$ cat config.mk
export PLATFORM = sky130hd
export DESIGN_NAME = url_percent_decoder
export DESIGN_NICKNAME = d
export VERILOG_FILES = /design/src/design/urldec_pkg.sv /design/src/design/urldec_step.sv /design/src/design/urldec_outq.sv /design/src/design/url_percent_decoder.sv
export SDC_FILE = /design/constraint.sdc
export NUM_CORES = 1
export LEC_CHECK = 0
export BUFFER_PORTS_ARGS = -buffer_cell sky130_fd_sc_hd__buf_2
export CAP_MARGIN = 20
export CELL_PAD_IN_SITES_DETAIL_PLACEMENT = 0
export CELL_PAD_IN_SITES_GLOBAL_PLACEMENT = 2
export CORE_MARGIN = 5
export CORE_UTILIZATION = 32
export CTS_CLUSTER_SIZE = 20
export DETAILED_ROUTE_END_ITERATION = 6
export GPL_TIMING_DRIVEN = 0
export HOLD_SLACK_MARGIN = 0.06
export PLACE_DENSITY_LB_ADDON = 0.15
export SYNTH_ARGS = -nofsm -noshare
export SYNTH_HDL_FRONTEND = slang
export SYNTH_SLANG_ARGS = --single-unit
$ cat constraint.sdc
create_clock -name clk -period 6.75 [get_ports clk]
set_input_delay 0.3375 -clock clk [delete_from_list [all_inputs] [get_ports clk]]
set_output_delay 0.3375 -clock clk [all_outputs]
set_load 0.03 [all_outputs]
$ cat src/design/urldec_pkg.sv
`timescale 1ns / 1ps

package urldec_pkg;

  localparam int COUNT_BITS = 16;
  localparam int LIMIT_W    = 16;
  localparam int CMP_W      = (COUNT_BITS > LIMIT_W) ? COUNT_BITS : LIMIT_W;
  localparam int MAX_RES    = 3;

  localparam logic [CMP_W-1:0] COUNT_MAX = CMP_W'((33'd1 << COUNT_BITS) - 33'd1);
  localparam logic [LIMIT_W-1:0] LIMIT_RESET = LIMIT_W'(255);

  localparam logic [7:0] CHAR_PCT   = 8'h25;
  localparam logic [7:0] CHAR_PLUS  = 8'h2B;
  localparam logic [7:0] CHAR_SPACE = 8'h20;

  localparam logic [1:0] PEND_NONE  = 2'd0;
  localparam logic [1:0] PEND_PCT   = 2'd1;
  localparam logic [1:0] PEND_DIGIT = 2'd2;

  typedef struct packed {
    logic [7:0] in_char;
    logic       is_last;
  } in_item_t;

  typedef struct packed {
    logic [7:0] out_byte;
    logic       byte_valid;
    logic       last;
    logic       truncated;
  } out_item_t;

  typedef struct packed {
    logic [1:0]            pending_len;
    logic [7:0]            held_digit;
    logic [COUNT_BITS-1:0] emitted_count;
    logic                  cut_flag;
  } dec_state_t;

  // Results of one character, drained one per cycle while the output is not stalled.
  typedef struct packed {
    logic [MAX_RES-1:0][7:0] bytes;
    logic [1:0]              cnt;
    logic                    bare;
    logic                    fin;
    logic                    trunc;
  } res_group_t;

  function automatic logic is_hex(input logic [7:0] c);
    return (c >= 8'h30 && c <= 8'h39) || (c >= 8'h41 && c <= 8'h46) ||
           (c >= 8'h61 && c <= 8'h66);
  endfunction

  function automatic logic [3:0] hex_value(input logic [7:0] c);
    logic [7:0] u;
    u = (c >= 8'h61) ? c - 8'h20 : c;
    if (u >= 8'h41) begin
      return 4'(u - 8'h37);
    end
    return 4'(u - 8'h30);
  endfunction

endpackage

$ cat src/design/urldec_step.sv
`timescale 1ns / 1ps

module urldec_step
  import urldec_pkg::*;
(
  input  in_item_t            item,
  input  dec_state_t          cur,
  input  logic [LIMIT_W-1:0]  limit,
  output dec_state_t          state_next,
  output res_group_t          grp,
  output logic                grp_load
);

  logic [7:0]       c;
  logic             c_hex;
  logic             plain_emit;
  logic [7:0]       plain_byte;
  logic             plain_pend;
  logic [7:0]       cand [MAX_RES];
  logic [1:0]       ncand;
  logic [1:0]       pend_new;
  logic [7:0]       held_new;
  logic [CMP_W-1:0] eff_limit;
  logic [CMP_W-1:0] room;
  logic [1:0]       m;
  logic             cut_new;

  always_comb begin
    c          = item.in_char;
    c_hex      = is_hex(c);
    plain_emit = (c != CHAR_PCT);
    plain_byte = (c == CHAR_PLUS) ? CHAR_SPACE : c;
    plain_pend = (c == CHAR_PCT);

    for (int i = 0; i < MAX_RES; i++) begin
      cand[i] = 8'h00;
    end
    ncand    = 2'd0;
    pend_new = PEND_NONE;
    held_new = cur.held_digit;

    // Decode a completed escape; give back a broken escape literally, then take the character afresh.
    unique case (cur.pending_len)
      PEND_PCT: begin
        if (c_hex) begin
          pend_new = PEND_DIGIT;
          held_new = c;
        end else begin
          cand[0] = CHAR_PCT;
          ncand   = 2'd1;
          if (plain_emit) begin
            cand[1] = plain_byte;
            ncand   = 2'd2;
          end
          pend_new = plain_pend ? PEND_PCT : PEND_NONE;
        end
      end
      PEND_DIGIT: begin
        if (c_hex) begin
          cand[0] = {hex_value(cur.held_digit), hex_value(c)};
          ncand   = 2'd1;
        end else begin
          cand[0] = CHAR_PCT;
          cand[1] = cur.held_digit;
          ncand   = 2'd2;
          if (plain_emit) begin
            cand[2] = plain_byte;
            ncand   = 2'd3;
          end
          pend_new = plain_pend ? PEND_PCT : PEND_NONE;
        end
      end
      default: begin
        if (plain_emit) begin
          cand[0] = plain_byte;
          ncand   = 2'd1;
        end
        pend_new = plain_pend ? PEND_PCT : PEND_NONE;
      end
    endcase

    // Flush an escape left open at the end of the string.
    if (item.is_last) begin
      if (pend_new == PEND_PCT) begin
        cand[ncand] = CHAR_PCT;
        ncand       = ncand + 2'd1;
      end else if (pend_new == PEND_DIGIT) begin
        cand[0] = CHAR_PCT;
        cand[1] = held_new;
        ncand   = 2'd2;
      end
    end

    eff_limit = (CMP_W'(limit) < COUNT_MAX) ? CMP_W'(limit) : COUNT_MAX;
    // No room once the count has reached a limit that was lowered mid-string.
    room      = (CMP_W'(cur.emitted_count) >= eff_limit) ? '0 :
                eff_limit - CMP_W'(cur.emitted_count);
    m         = (room >= CMP_W'(ncand)) ? ncand : room[1:0];
    cut_new   = cur.cut_flag | (m != ncand);

    grp.bytes[0] = cand[0];
    grp.bytes[1] = cand[1];
    grp.bytes[2] = cand[2];
    grp.cnt      = (m == 2'd0) ? 2'd1 : m;
    grp.bare     = (m == 2'd0);
    grp.fin      = item.is_last;
    grp.trunc    = cut_new;
    grp_load     = (m != 2'd0) || item.is_last;

    if (item.is_last) begin
      state_next = '0;
    end else begin
      state_next.pending_len   = pend_new;
      state_next.held_digit    = held_new;
      state_next.emitted_count = cur.emitted_count + COUNT_BITS'(m);
      state_next.cut_flag      = cut_new;
    end
  end

endmodule

$ cat src/design/urldec_outq.sv
`timescale 1ns / 1ps

module urldec_outq
  import urldec_pkg::*;
(
  input  logic       clk,
  input  logic       rst,
  input  logic       load,
  input  res_group_t grp_in,
  input  logic       out_stall,
  output logic       out_valid,
  output out_item_t  out_data,
  output logic       drain_done
);

  res_group_t grp;
  logic [1:0] idx;
  logic       at_end;

  assign at_end     = (idx == grp.cnt - 2'd1);
  assign drain_done = out_valid && !out_stall && at_end;

  always_ff @(posedge clk) begin
    if (rst) begin
      out_valid <= 1'b0;
      idx       <= 2'd0;
    end else if (load) begin
      out_valid <= 1'b1;
      idx       <= 2'd0;
    end else if (out_valid && !out_stall) begin
      if (at_end) begin
        out_valid <= 1'b0;
      end else begin
        idx <= idx + 2'd1;
      end
    end
  end

  always_ff @(posedge clk) begin
    if (load) begin
      grp <= grp_in;
    end
  end

  always_comb begin
    out_data.out_byte   = grp.bare ? 8'h00 : grp.bytes[idx];
    out_data.byte_valid = !grp.bare;
    out_data.last       = grp.fin && at_end;
    out_data.truncated  = grp.fin && at_end && grp.trunc;
  end

endmodule

$ cat src/design/url_percent_decoder.sv
`timescale 1ns / 1ps
// Latency: first result of an item is shown the cycle after it is accepted.
// Throughput: one item per cycle while each item yields at most one result
// and the output is not stalled; an item with more results holds the output
// group register and the input stalls until its last result is taken.
// Reset (rst, synchronous): discards any open escape, clears counts, limit 255.

module url_percent_decoder
  import urldec_pkg::*;
(
  input  logic               clk,
  input  logic               rst,
  input  logic               in_valid,
  output logic               in_stall,
  input  in_item_t           in_data,
  output logic               out_valid,
  input  logic               out_stall,
  output out_item_t          out_data,
  input  logic               cfg_write,
  input  logic [LIMIT_W-1:0] cfg_data
);

  dec_state_t         state;
  dec_state_t         state_next;
  logic [LIMIT_W-1:0] limit;
  res_group_t         grp;
  logic               grp_load;
  logic               drain_done;
  logic               accept;

  assign in_stall = out_valid && !drain_done;
  assign accept   = in_valid && !in_stall;

  urldec_step u_step (
    .item       (in_data),
    .cur        (state),
    .limit      (limit),
    .state_next (state_next),
    .grp        (grp),
    .grp_load   (grp_load)
  );

  urldec_outq u_outq (
    .clk        (clk),
    .rst        (rst),
    .load       (accept && grp_load),
    .grp_in     (grp),
    .out_stall  (out_stall),
    .out_valid  (out_valid),
    .out_data   (out_data),
    .drain_done (drain_done)
  );

  always_ff @(posedge clk) begin
    if (rst) begin
      state <= '0;
      limit <= LIMIT_RESET;
    end else begin
      if (accept) begin
        state <= state_next;
      end
      if (cfg_write) begin
        limit <= cfg_data;
      end
    end
  end

endmodule

== Yosys cells after proc, flatten, opt, wreduce, memory -nomap -nowiden ==
Cells that the tools add are included.
Storage, ports and cells
  bits in registers: 75
  input bits: 30
  output and inout port bits: 13
Cells by class
  add/sub/neg operators: 11
  magnitude comparators: 15
  equality and inequality tests: 9
  mux-type cells: 51
  bitwise gates (word level): 6
  reductions and logical operators: 25
Operators with widths (count)
  8-bit two-way mux: 12
  16-bit two-way mux: 5
  8-bit by 7-bit >= comparator with 1-bit output, second input constant: 5
  8-bit one-hot mux with 2 select lines: 2
  27-bit two-way mux: 1
  24-bit two-way mux: 1
  2-bit two-way mux: 9
  16-bit by 2-bit adder with 16-bit output: 1
  8-bit binary-select mux with 2-bit select: 1
  8-bit demux with 2-bit select: 1
  8-bit by 6-bit == test with 1-bit output, second input constant: 2
  16-bit >= comparator: 1
  16-bit by 2-bit >= comparator with 1-bit output: 1
  8-bit by 7-bit <= comparator with 1-bit output, second input constant: 2
  16-bit less-than comparator, second input constant: 1
  4-bit two-way mux: 4
  16-bit subtractor: 1
  8-bit by 6-bit subtractor with 8-bit output, second input constant: 2
  15-bit bitwise AND: 1
  15-bit inverter: 1
  14-bit two-way mux: 1
  1-bit two-way mux: 12
  1-bit logical AND: 11
  9-bit bitwise OR: 1
  other kinds (24): 38

== Depth between registers and ports, before layout ==
Gate-level depths: netlist (run 1).
  depth after elaboration: 17
  depth in mapped cells: 25
  depth with buffers taken out: 25

== Cells and area by module ==
A second synthesis (run 1) with hierarchy kept.
Second synthesis, totals
  cell total of the unflattened synthesis: 743
  area total of the unflattened synthesis: 6192.2 µm²
By module, submodules not included
  urldec_step: times used 1, cells each 482, area each 3046.7 µm², sequential area each 0.0 µm²
  url_percent_decoder: times used 1, cells each 172, area each 1844.3 µm², sequential area each 860.8 µm²
  urldec_outq: times used 1, cells each 89, area each 1301.2 µm², sequential area each 930.9 µm²

== Worst setup path before layout (run 1) ==
Ideal clock, no wire load.
  path type: input to register
  from: in in_data[2] (netlist bit)
  to: reg state[15] (netlist bit)
  library setup time: 128 ps
  data arrival time: 5513 ps
  required time: 6622 ps
  slack: 1110 ps
  cell stages on the path: 24
  buffers on the path: 0
  path through: inv_1 > ha_1 > or3b_1 > and4b_1 > a21o_1 > or3_4 > ha_1 > o2111ai_1 > o31ai_4 > ha_1 > a221oi_1 > o2111ai_1 > nor4_1 > o2111ai_1 > nor4_2 > nor2_1 > mux2_2 > ha_1 > inv_1 > fa_1 > nor3_1 > nand4_1 > xnor2_1 > nor2_1
On the way
  cells in the longest elaborated chain, start to end: 14
Ends and longest elaborated chain
  start, declared: RTL line url_percent_decoder.sv:15  | input in_item_t in_data,
  8-bit by 6-bit >= comparator with 1-bit output, or another cell as far along: RTL line urldec_pkg.sv:50  | return (c >= 8'h30 && c <= 8'h39) || (c >= 8'h41 && c <= 8'h46) ||
  1-bit logical AND: RTL line urldec_pkg.sv:50
  1-bit logical OR (2 in a row): RTL line urldec_pkg.sv:50
  2-bit two-way mux (on tied branches): RTL line urldec_step.sv:59, urldec_step.sv:45
  2-bit one-hot mux with 2 select lines: RTL line urldec_step.sv:43  | unique case (cur.pending_len)
  2-bit == test: RTL line urldec_step.sv:87  | end else if (pend_new == PEND_DIGIT) begin
  2-bit two-way mux: RTL line urldec_step.sv:87
  2-bit two-way mux: RTL line urldec_step.sv:84  | if (pend_new == PEND_PCT) begin
  2-bit two-way mux (*): RTL line urldec_step.sv:83  | if (item.is_last) begin
  16-bit by 2-bit >= comparator with 1-bit output: RTL line urldec_step.sv:98  | m = (room >= CMP_W'(ncand)) ? ncand : room[1:0];
  2-bit two-way mux (*): RTL line urldec_step.sv:98
  via u_step.m[0]: RTL line urldec_step.sv:25  | logic [1:0] m;
  16-bit by 2-bit adder with 16-bit output (*): RTL line urldec_step.sv:115  | state_next.emitted_count = cur.emitted_count + COUNT_BITS'(m);
  27-bit two-way mux (*): RTL line urldec_step.sv:110  | if (item.is_last) begin
  end signal, assigned: RTL line url_percent_decoder.sv:60  | state <= state_next;
  end, declared: RTL line url_percent_decoder.sv:23  | dec_state_t state;
Mark *: on every way through the listed nets, which the timed path passes. The rest lies on a longest branch.
A chain may end at the register's enable or synchronous reset.

== Final worst setup path (run 1) ==
Ends and elaborated chain as after synthesis.

==> qor.yml, run 1 <==
status: "completed"
synth_warnings: 0
power.leakage_nw: 2.46
synth.net_count: 702
power_mw: 1.29
fin_nets: 753
reg2reg_slack_ps: 570
die_w_um: 139
dr.pass1.iters: 6
wl_per_cell_um: 16.0
worst-path-max-fanout: 7
netlist_instances: 634
setup_viol: 0
regArea_mm2: 0.00179
final_core_util_pct: 37.5
fin_crit_sh_pct: 92.8
cts_tree: "done"
n_fill_cell: 1748
start_util_pct: 32.3
antenna_found_initial: 0
setup_tns_ps: 0
critical_path_class: "in2reg"
clock_path_buffers: 2
slowest_delay_ps: 430
area_growth_pct: 16.0
min_period_ps: 6260
overflow: 0
cts_buffers: 9
synth-seq-cells: 75
worstSkewPairLatency_ps: 340
design_area_mm2: 0.00617
final_common_cell: "nor2_1"
power_density_mw_per_mm2: 209
via_per_inst: 5.06
ios: 43
mostFrequentLayoutCells: "nor2_1 (86), inv_1 (48), a21oi_1 (46), dfxtp_1 (46), nand2_1 (43)"
vias: 4604
multi_input_area_mm2: 0.00320
portBuffers: 38
dp_hpwl_um: 11400
instances_no_fill: 910
synth_area_per_cell_um2: 8.39
worst_slew_pin_slew_ps: 876
placedCellCount: 893
hold-path-cell-count: 1
routed_wl_um: 14600
grt_max_degree: 24
crit_buf_inv: 4
cts_max_level: 3
slew_viol_final: 0
start_kind: "input pin"
clock-sinks: 75
synthFlopType: "dfxtp_1"
arrival_ps: 6470
core_mm2: 0.0165
cts_root_buf: "clkbuf_16"
final_hold_viol_count: 0
syn_area_mm2: 0.00532
layout-drive-gt1-share_pct: 11.7
r2r_end: "state[15]$_SDFFE_PP0P_"
drt.antenna.violating_nets: 0
seq_area_frac_synth_pct: 33.7
drc: 0
gp_congestion: 0.848
min_from: "in_data[0]"
path_delay_family: "simple AND/OR/NAND/NOR gates"
die-area_mm2: 0.0193
rr_startpoint: "limit[0]$_SDFFE_PP1P_"
slew_headroom_pct: 41.2
maxCapViolCount: 0
drt_iter0_markers: 339
grt_pass1_vias: 4476
ctsHoldBuffers: 0
synth_edf_count: 29
finClkSkew_ps: 10.7
rows: 47
cp_common_cell: "ha_1"
ff2ff_path_depth: 26
n_antenna_cell: 0
worst_ir_drop_vdd_uv: 124
grt_usage_pct: 15.3
dpl_cell_area_mm2: 0.00580
clkTransAtPathRegs_ps: 60
hold_path.class: "in2reg"
synth.distinct_cells: 73
worstHoldEndpoint: "u_outq.grp[1]$_DFFE_PP_"
dieHeight_um: 139
max_freq_mhz: 160
crit_required_ps: 6960
setup.worst_path.end_class: "register"
slowest_stage: "fa_1"
synthArstFlopShare_pct: 0
grt_first_pass_wirelength_um: 23800
grt_setup_unrepaired: "no"
-- what timing repair did --
action	4_1_cts	5_1_grt
setup endpoints to repair	6	8
pin swaps	0	1
setup buffers	0	1
gates resized for setup	1	4
gates cloned	0	0
endpoints found under the hold margin	0	0
-- layout make-up --
| cell class | instances | share of cell area, % |
|---|---|---|
| plain buffers | 41 | 2.60 |
| clock buffers | 9 | 3.65 |
| clock inverters | 7 | 1.62 |
| inverters | 50 | 3.04 |
| multi-input cells | 468 | 51.9 |
| flip-flops and latches | 75 | 29.1 |
| well taps | 220 | 4.46 |
| repair buffers | 40 | 3.65 |
-- kinds of logic (layout without fill, tap and decap cells) --
kind of cell,after synthesis,in the layout,share of synthesized area (%)
AOI/OAI and AO/OA,159,159,20.4
DFF,75,75,33.7
adders and majority gates,38,38,9.22
muxes,34,34,6.49
and+or+nand+nor,213,213,19.7
buffers and inverters,91,147,6.54
xor gates and xnor gates,24,24,3.95
-- cell usage after synthesis, drive strengths merged (3+ instances only) --
library cell	n	share of area [%]
a211oi	6	0.94
a21o	6	0.85
a21oi	48	4.6
a221oi	3	0.49
a22oi	15	2.1
a31oi	4	0.47
a32oi	5	0.82
and2	9	1.1
and3	6	0.71
buf	7	0.61
clkbuf	34	2.4
dfxtp	46	17
edfxtp	29	16
ha	36	8.5
inv	49	3.5
mux2	4	0.85
mux2i	30	5.6
nand2	43	3.0
nand2b	12	1.4
nand3	11	1.0
nand3b	4	0.56
nand4	3	0.35
nor2	86	6.1
nor2b	4	0.47
nor3	11	1.1
nor4	8	1.3
o2111ai	4	0.66
o211a	3	0.56
o211ai	8	1.1
o21a	5	0.71
o21ai	24	2.3
o22ai	5	0.71
o31ai	4	0.82
or3	4	0.56
xnor2	20	3.3
xor2	4	0.66
-- where the power goes --
part	leakage [nW]	internal [mW]	switching (mW)	total, mW
clock network	0.160	0.326	0.196	0.522
logic	1.65	0.0950	0.160	0.255
registers	0.657	0.499	0.00996	0.509
total	2.46	0.920	0.367	1.29
-- flip-flops by register name, summed over array words and instances, names as in the netlist --
signal	count
u_outq.out_valid	1
state	27
limit	16
u_outq.grp	29
u_outq.idx	2
-- metrics by stage --
stage | hold slack, ps | worst slack (ps)
floorplan | 415 | 1110
global placement | 428 | -475
detailed placement | 431 | -525
CTS | 195 | 57.9
global route | 202 | 104
finish | 204 | 486
-- worst max path at each step --
stage,cells past startpoint,from,to
2_1_floorplan,24,in_data[2],state[15]$_SDFFE_PP0P_
3_3_place_gp,25,in_data[1],state[15]$_SDFFE_PP0P_
3_5_place_dp,25,in_data[2],state[15]$_SDFFE_PP0P_
4_1_cts,25,limit[0]$_SDFFE_PP1P_,state[15]$_SDFFE_PP0P_
5_1_grt,26,limit[0]$_SDFFE_PP1P_,state[13]$_SDFFE_PP0P_
6_report,26,in_data[2],state[15]$_SDFFE_PP0P_
-- worst register-to-register path: stages (launching register included) --
cell       delay [ps]
dfxtp_1           310
inv_1              60
ha_1              200
fa_1              410
nand2b_1          190
a21oi_2           260
a21oi_1           150
o211ai_1          390
o21a_1            240
inv_1              60
ha_1              280
nand2b_1          160
a221oi_1          390
o2111ai_1         170
nor4_1            340
o2111ai_1         240
nor4_4            300
nor2_1            230
mux2_2            280
ha_1              170
inv_1              60
fa_1              430
nor3_4            240
buf_12            150
nand4_1           120
xnor2_1           160
nor2_1             50
-- metal layers --
layer | wire length (um) | track usage [%]
met1 | 8120 | 24.2
met4 | 184 | 3.76
met3 | 617 | 2.97
met2 | 5670 | 20.9
met5 | 0 | 0
No activity file was read; power rests on OpenSTA's default activity.
==> run 2: changes to the inputs <==
- CORE_UTILIZATION: 32 -> 37
==> run 2 against run 1 <==
Core utilization is 6.0 points higher. Global-route usage is 2.3 points higher. Via count hardly changed. Die area is 13% lower.
==> qor.yml, run 2 (synthesis gave the netlist of run 1 again) <==
p_switching_mw: 0.361
slowest_stage: "a221oi_1"
cts.repair.resized: 0
drt_iter0_markers: 445
drc: 0
grt_max_degree: 30
worst_slew_pin_slew_ps: 877
arrival_ps: 6540
dieHeight_um: 130
fin_crit_sh_pct: 93.8
worst_ir_drop_vdd_uv: 91.6
path_delay_family: "compound AO/OA/AOI/OAI gates"
power.leakage_nw: 2.44
min_period_ps: 6330
antenna_found_initial: 1
cts_root_buf: "clkbuf_16"
layout-drive-gt1-share_pct: 11.5
clock_power_share_pct: 38.7
setup_viol: 0
finClkSkew_ps: 7.20
overflow: 0
area_growth_pct: 14.2
crit_buf_inv: 3
crit_required_ps: 6960
via_per_inst: 5.30
cts_tree: "done"
drt.antenna.violating_nets: 0
grt_first_pass_wirelength_um: 23100
clkTransAtPathRegs_ps: 60
largest_reg_flops: 29
mostFrequentLayoutCells: "nor2_1 (86), inv_1 (48), a21oi_1 (47)"
clock_path_buffers: 2
rows: 43
die_w_um: 130
slew_headroom_pct: 41.1
ios: 43
cts_max_level: 3
core_mm2: 0.0140
p_comb_share_pct: 20.4
final_common_cell: "nor2_1"
max_freq_mhz: 158
fin_nets: 752
hold_path.class: "in2reg"
final_hold_viol_count: 0
instances_no_fill: 869
die-area_mm2: 0.0169
start_util_pct: 38.0
routed_wl_um: 14200
slew_viol_final: 0
power_density_mw_per_mm2: 205
setup.worst_path.end_class: "register"
postCtsSetupRepairBufs: 0
grt_setup_unrepaired: "no"
vias: 4608
dp_hpwl_um: 11100
grt_usage_pct: 17.6
worst-path-max-fanout: 6
placedCellCount: 852
critical_path_class: "reg2reg"
top_register: "u_outq.grp"
ctsHoldBuffers: 0
wl_per_cell_um: 16.4
gp_congestion: 0.848
clock-sinks: 75
cts_buffers: 9
maxCapViolCount: 0
dpl_worst_slack_ps: -195
grt_pass1_vias: 4347
switching_share_pct: 29.0
portBuffers: 38
n_fill_cell: 1415
dr.pass1.iters: 5
internal-power_mw: 0.885
worstSkewPairLatency_ps: 340
status: "completed"
slowest_delay_ps: 440
start_kind: "register"
fin_ws_ps: 417
top_regs: "u_outq.grp x29, state x27, limit x16"
n_antenna_cell: 0
p_seq_share_pct: 40.9
[run 2: changes by cell type in the layout (fill, tap and decap cells not counted), sizes merged]
cell and delta:
buf -1, bufinv -1, clkinv -2, clkinvlp +2
inv +1
[run 2: worst reg2reg max path: stages (launching register included)]
cell	delay, ps
dfxtp_1	310
inv_1	60
ha_1	200
fa_1	420
nand2b_1	180
a21oi_1	340
a21oi_1	190
o211ai_1	370
o21a_1	260
inv_1	60
ha_1	280
nand2b_1	160
a221oi_1	440
o2111ai_1	180
nor4_1	320
o2111ai_1	190
nor4_2	360
nor2_1	250
mux2_2	290
ha_1	150
inv_1	50
fa_1	440
nor3_4	330
nand4_1	160
xnor2_1	170
nor2_1	60
[run 2: layer usage]
metal,GRT usage (%),up-vias,share of wire (%)
li1,-,2347,-
met1,28.2,2139,54
met2,23.6,110,39
met3,3.44,12,5.6
met4,4.40,0,1.0
met5,0,-,0
[run 2: worst paths after layout]
kind,slack (ps),to,cells past startpoint,startpoint
worst min-delay path,210,limit[5]$_SDFFE_PP1P_,3,cfg_data[5]
worst min register to register,450,state[0]$_SDFFE_PP0P_,2,state[0]$_SDFFE_PP0P_
worst max-delay path,420,state[15]$_SDFFE_PP0P_,25,limit[0]$_SDFFE_PP1P_
worst max register to register,420,state[15]$_SDFFE_PP0P_,25,limit[0]$_SDFFE_PP1P_
[run 2: through the flow]
| step | instance area [um2] | power, mW | hold WS [ps] | TNS (ps) | utilization [%] |
|---|---|---|---|---|---|
| finish | 6070 | 1.25 | 208 | 0 | 43.4 |
| global route | 6070 | 1.31 | 208 | 0 | 43.4 |
| CTS | 6030 | 1.26 | 195 | 0 | 43.1 |
| detailed placement | 5730 | 0.768 | 437 | -951 | 41.0 |
| global placement | 5730 | 0.764 | 432 | -584 | 41.0 |
| floorplan | 5320 | 0.701 | 415 | 0 | - |
[run 2: final cells by class]
cell class	count	area (um2)	area share, %
sequential	75	1790	29.5
clock inverter	7	76.3	1.26
buffer	41	160	2.64
inverter	50	188	3.09
timing repair buffer	39	218	3.58
tap	180	225	3.71
clock buffer	9	225	3.71
multi-input combinational	468	3190	52.5
[run 2: power by group through the flow]
stage | registers [mW] | clock network, mW | logic, mW
6_report | 0.510 | 0.482 | 0.254
5_1_grt | 0.512 | 0.517 | 0.284
4_1_cts | 0.511 | 0.501 | 0.249
3_5_place_dp | 0.520 | 0 | 0.248
3_3_place_gp | 0.519 | 0 | 0.245
2_1_floorplan | 0.518 | 0 | 0.183
